[src/sv/nma_pkg.sv]
// ============================================================================
// nma_pkg
// Shared types and constants for the nearest-medoid assignment block.
// ============================================================================
package nma_pkg;

    localparam int COORD_W = 16;
    localparam int LABEL_W = 7;
    localparam int DIST_W  = 38;
    localparam int SQ_W    = 32;

    localparam logic [DIST_W-1:0] DIST_MAX = {DIST_W{1'b1}};

    // Input item kinds carried on the slave-side tuser.
    typedef enum logic [1:0] {
        OP_LOAD  = 2'd0,
        OP_POINT = 2'd1,
        OP_CLEAR = 2'd2
    } opcode_t;

    // Configuration register indexes.
    localparam logic REG_MEDOID_COUNT = 1'b0;
    localparam logic REG_DIM_COUNT    = 1'b1;

    // Store and valid-bit commands broadcast to every cell at acceptance.
    typedef struct packed {
        logic               wr_en;
        logic [LABEL_W-1:0] wr_slot;
        logic               wr_last;
        logic               rd_en;
        logic               clear;
    } load_cmd_t;

    // Distance pipeline controls broadcast to every cell.
    typedef struct packed {
        logic signed [COORD_W-1:0] point_val;
        logic                      acc_en;
        logic                      acc_first;
    } pipe_ctl_t;

    // Running minimum handed from cell to cell.
    typedef struct packed {
        logic               valid;
        logic               found;
        logic [LABEL_W-1:0] label;
        logic [DIST_W-1:0]  distance;
    } token_t;

endpackage

[src/sv/nma_ram.sv]
// ============================================================================
// nma_ram
// Generic single-port RAM with registered read data.
// ============================================================================
module nma_ram
#(
    parameter int WIDTH = 16,
    parameter int DEPTH = 64,
    localparam int AW   = (DEPTH > 1) ? $clog2(DEPTH) : 1
)
(
    input  logic             clk,
    input  logic             we,
    input  logic             re,
    input  logic [AW-1:0]    addr,
    input  logic [WIDTH-1:0] wdata,
    output logic [WIDTH-1:0] rdata
);

    logic [WIDTH-1:0] mem [DEPTH];

    always_ff @(posedge clk)
    begin
        if (we)
        begin
            mem[addr] <= wdata;
        end
        if (re)
        begin
            rdata <= mem[addr];
        end
    end

endmodule

[src/sv/nma_cell.sv]
// ============================================================================
// nma_cell
// One medoid slot: coordinate store, distance accumulator and compare stage.
// ============================================================================
module nma_cell
    import nma_pkg::*;
#(
    parameter int DIMS  = 64,
    localparam int AW   = (DIMS > 1) ? $clog2(DIMS) : 1
)
(
    input  logic                      clk,
    input  logic                      rst_n,
    input  logic [LABEL_W-1:0]        cell_id,
    input  logic                      active,
    input  load_cmd_t                 cmd,
    input  logic [AW-1:0]             addr,
    input  logic signed [COORD_W-1:0] wdata,
    input  pipe_ctl_t                 pipe,
    input  logic                      shift_en,
    input  token_t                    token_in,
    output token_t                    token_out
);

    logic                      hit;
    logic signed [COORD_W-1:0] coord;
    logic signed [COORD_W:0]   diff;
    logic [COORD_W:0]          mag;
    logic [COORD_W-1:0]        absd_reg;
    logic [SQ_W-1:0]           sq_reg;
    logic [DIST_W-1:0]         base;
    logic [DIST_W:0]           sum_ext;
    logic [DIST_W-1:0]         sum_reg;
    logic [DIST_W-1:0]         sum_next;
    logic                      valid_reg;
    logic                      valid_next;
    logic                      take;
    token_t                    token_next;

    assign hit = cmd.wr_en && (cmd.wr_slot == cell_id);

    nma_ram
    #(
        .WIDTH (COORD_W),
        .DEPTH (DIMS)
    )
    u_store
    (
        .clk   (clk),
        .we    (hit),
        .re    (cmd.rd_en),
        .addr  (addr),
        .wdata (wdata),
        .rdata (coord)
    );

    // Absolute difference always fits in COORD_W bits.
    always_comb
    begin
        diff = (COORD_W+1)'(pipe.point_val) - (COORD_W+1)'(coord);
        mag  = diff[COORD_W] ? (COORD_W+1)'(-diff) : (COORD_W+1)'(diff);
    end

    always_ff @(posedge clk)
    begin
        absd_reg <= mag[COORD_W-1:0];
        sq_reg   <= absd_reg * absd_reg;
    end

    // Coordinate zero restarts the sum; the sum saturates at the top.
    always_comb
    begin
        base     = pipe.acc_first ? '0 : sum_reg;
        sum_ext  = {1'b0, base} + (DIST_W+1)'(sq_reg);
        sum_next = sum_reg;
        if (pipe.acc_en && active)
        begin
            sum_next = sum_ext[DIST_W] ? DIST_MAX : sum_ext[DIST_W-1:0];
        end
    end

    always_comb
    begin
        valid_next = valid_reg;
        priority if (cmd.clear)
        begin
            valid_next = 1'b0;
        end
        else if (hit && cmd.wr_last)
        begin
            valid_next = 1'b1;
        end
        else
        begin
            valid_next = valid_reg;
        end
    end

    // Strict less-than keeps the lower slot on ties.
    always_comb
    begin
        take       = active && valid_reg && (!token_in.found || (sum_reg < token_in.distance));
        token_next = token_in;
        if (take)
        begin
            token_next.found    = 1'b1;
            token_next.label    = cell_id;
            token_next.distance = sum_reg;
        end
    end

    always_ff @(posedge clk or negedge rst_n)
    begin
        if (!rst_n)
        begin
            sum_reg   <= '0;
            valid_reg <= 1'b0;
            token_out <= '0;
        end
        else
        begin
            sum_reg   <= sum_next;
            valid_reg <= valid_next;
            if (shift_en)
            begin
                token_out <= token_next;
            end
        end
    end

endmodule

[config.mk]
export PLATFORM = sky130hd
export DESIGN_NAME = nma_cell
export DESIGN_NICKNAME = d
export VERILOG_FILES = /design/src/sv/nma_pkg.sv /design/src/sv/nma_ram.sv /design/src/sv/nma_cell.sv
export SDC_FILE = /design/constraint.sdc
export NUM_CORES = 2
export LEC_CHECK = 0
export BUFFER_PORTS_ARGS = -buffer_cell sky130_fd_sc_hd__buf_2
export CORE_MARGIN = 5
export CORE_UTILIZATION = 45
export CTS_BUF_LIST = sky130_fd_sc_hd__clkbuf_8
export DETAILED_ROUTE_END_ITERATION = 8
export GPL_TIMING_DRIVEN = 0
export PLACE_DENSITY_LB_ADDON = 0.3
export SYNTH_ARGS = -nofsm -noshare
export SYNTH_HDL_FRONTEND = slang
export SYNTH_SLANG_ARGS = --single-unit
export TNS_END_PERCENT = 5
[constraint.sdc]
create_clock -name clk -period 13.37 [get_ports clk]
set_input_delay 2.674 -clock clk [delete_from_list [all_inputs] [get_ports clk]]
set_output_delay 2.674 -clock clk [all_outputs]
set_load 0.03 [all_outputs]
==> impl_metrics.json <==
{
  "syn_nets": 4184,
  "synth.most_common_cell": "edfxtp_1",
  "largest_reg_flops": 1024,
  "critPathMaxFanout": 10,
  "antenna_found_initial": 7,
  "drive_above_1_share": 0.137,
  "slew_headroom": -0.102,
  "die_w_um": 354,
  "drv_slew": 182,
  "clock_latency_ps": 890,
  "cp.arrival_ps": 8320,
  "areaGrowthSynthToFinish_pct": 14.0,
  "post-cts-setup-buffer-count": 0,
  "grt_pass1_vias": 35900,
  "crit_path_end_kind": "flop",
  "setup_viol": 0,
  "synth_common_cells": "edfxtp_1 (1040), a22oi_1 (323), inv_1 (310)",
  "drt_iter0_drc": 5407,
  "grt_pass1_wl_um": 260000,
  "min_period_ps": 7750,
  "violations": "capacitance limit, slew limit",
  "skew_ps": 58.4,
  "dieHeight_um": 354,
  "netlist-cell-type-count": 77,
  "synthCells": 3725,
  "fp-row-count": 126,
  "cts_buffers": 182,
  "grt_setup_unrepaired": "no",
  "fmax_ghz": 0.129,
  "ys_ff_latch": 1173,
  "slowest_stage": "clkbuf_1",
  "ys_seq_area_frac": 0.644,
  "hold_viol": 0,
  "grt_max_degree": 65,
  "start_kind": "input port",
  "postSynth.asyncResetShare": 0.0733,
  "holdWs_ps": 487,
  "overflow": 0,
  "via_count": 36700,
  "grt_use_total": 0.289,
  "synth_area_leaders": "edfxtp_1 (59%), fa_1 (6.1%), a22oi_1 (4.5%), ha_1 (4.4%), dfrtp_1 (4.0%)",
  "clock_path_buffers": 3,
  "initial_core_util": 0.452,
  "coreArea_mm2": 0.118,
  "tns_ps": 0,
  "worstSetupPathType": "input port to flop",
  "synth_edf_count": 1040,
  "synth_area_mm2": 0.0533,
  "cts_resized": 0,
  "fp.dieArea_mm2": 0.125,
  "synth_top_cell_area_share": 0.586,
  "avgSynthCellArea_um2": 14.3,
  "wl_per_cell_um": 31.8,
  "numClockSinks": 1173,
  "clk_pin_slew_worst_paths_ps": 60,
  "via_per_inst": 6.30,
  "cp.buffers_inverters": 5,
  "crit_family": "buffers and inverters",
  "synth_top_cell_by_area": "edfxtp_1",
  "gp_congestion": 1.00,
  "firstDrtPassIters": 6,
  "crit_chain": "buf_2, nor3b_1, clkbuf_1, clkbuf_1, clkbuf_1, nand2_1, nor2_2, buf_8",
  "hp-class": "flop to flop",
  "port_buffers": 154,
  "slowest_delay_ps": 1130,
  "ys.flop_type": "edfxtp_1",
  "dpl.hpwl_um": 124000,
  "hold_buffers": 0,
  "cp_common_cell": "clkbuf_1",
  "max_cap_violations": 14,
  "fin_crit_sh": 0.580,
  "cts_tree": "yes",
  "drtAntennaViolNets": 0,
  "htree_num_levels": 4,
  "cts_root_buf": "clkbuf_8",
  "finalNetCount": 4591,
  "drc": 0,
  "tightest_slew_ps": 1650,
  "io_pins": 156,
  "required_ps": 13940,
  "routed_wl_um": 185000,
  "outcome": "finished with violations",
  "synth_warnings": 0
}
[worst register-to-register path, cell delays in order (launching register included)]
cell      delay, ps
dfxtp_1         630
clkbuf_1        670
nand2_1         180
fa_1            530
fa_1            540
fa_1            550
inv_1            50
fa_1            450
fa_1            500
inv_1            50
fa_1            500
inv_1            50
ha_1            350
a211oi_1        220
nand2_1         110
a22oi_1         190
nand2_1         140
o41ai_2         550
o21ai_1         230
o41ai_1         350
xnor2_1         170
[worst paths after layout]
check                             from                end  slack [ps]  cells past startpoint
max in group asynchronous        rst_n      token_out[39]       10870                      2
min in group asynchronous        rst_n        sum_reg[34]        1850                      1
hold / removal             absd_reg[0]          sq_reg[0]         490                      0
setup reg to reg           absd_reg[6]         sq_reg[29]        6280                     20
setup / recovery               addr[2]  u_store.mem[4][7]        5620                      8
hold reg to reg            absd_reg[0]          sq_reg[0]         490                      0
[area by class of cell]
cell class | instances | area, µm²
diodes | 6 | 15.0
well taps | 1536 | 1920
clock buffers | 188 | 2590
inverters | 310 | 1160
plain buffers | 190 | 728
flip-flops and latches | 1173 | 34300
clock inverters | 141 | 779
fillers | 9981 | 57200
multi-input cells | 2052 | 17300
repair buffers | 223 | 1980
[cell usage in the layout (no fill, tap or decap), drive strengths merged, types with 69 or more instances in the layout]
| cell type | count |
|---|---|
| nor2 | 149 |
| a21oi | 133 |
| o22a | 76 |
| clkbuf | 356 |
| dfrtp | 86 |
| xnor2 | 69 |
| a31oi | 99 |
| edfxtp | 1040 |
| inv | 382 |
| buf | 245 |
| a221oi | 100 |
| fa | 163 |
| a22o | 96 |
| a22oi | 323 |
| nand2 | 143 |
| ha | 187 |
[logic make-up after synthesis]
| family | share of synthesized area |
|---|---|
| muxes | 0.000610 |
| xor gates and xnor gates | 0.0164 |
| AOI/OAI and AO/OA | 0.148 |
| buffers and inverters | 0.0353 |
| DFF | 0.644 |
| adders and majority gates | 0.105 |
| and+or+nand+nor | 0.0511 |
[metal layers]
layer,GRT usage,wire [µm],part of all wire
met3,0.0871,23300,0.13
met1,0.358,64700,0.35
met5,0,42,0.00023
met2,0.446,83200,0.45
met4,0.183,14000,0.075
[through the flow]
step,instances,area [µm²],utilization,worst slack (ps)
finish,5819,60800,0.515,5620
global route,5814,60800,0.515,5850
CTS,5809,60700,0.514,5910
detailed placement,5480,57300,0.486,5000
global placement,5415,56000,0.475,4400
floorplan,3725,53300,-,7450
Power is left out: the tool's default activity adds up to more than one toggle a clock period on the data nets, which glitch-free logic cannot reach.
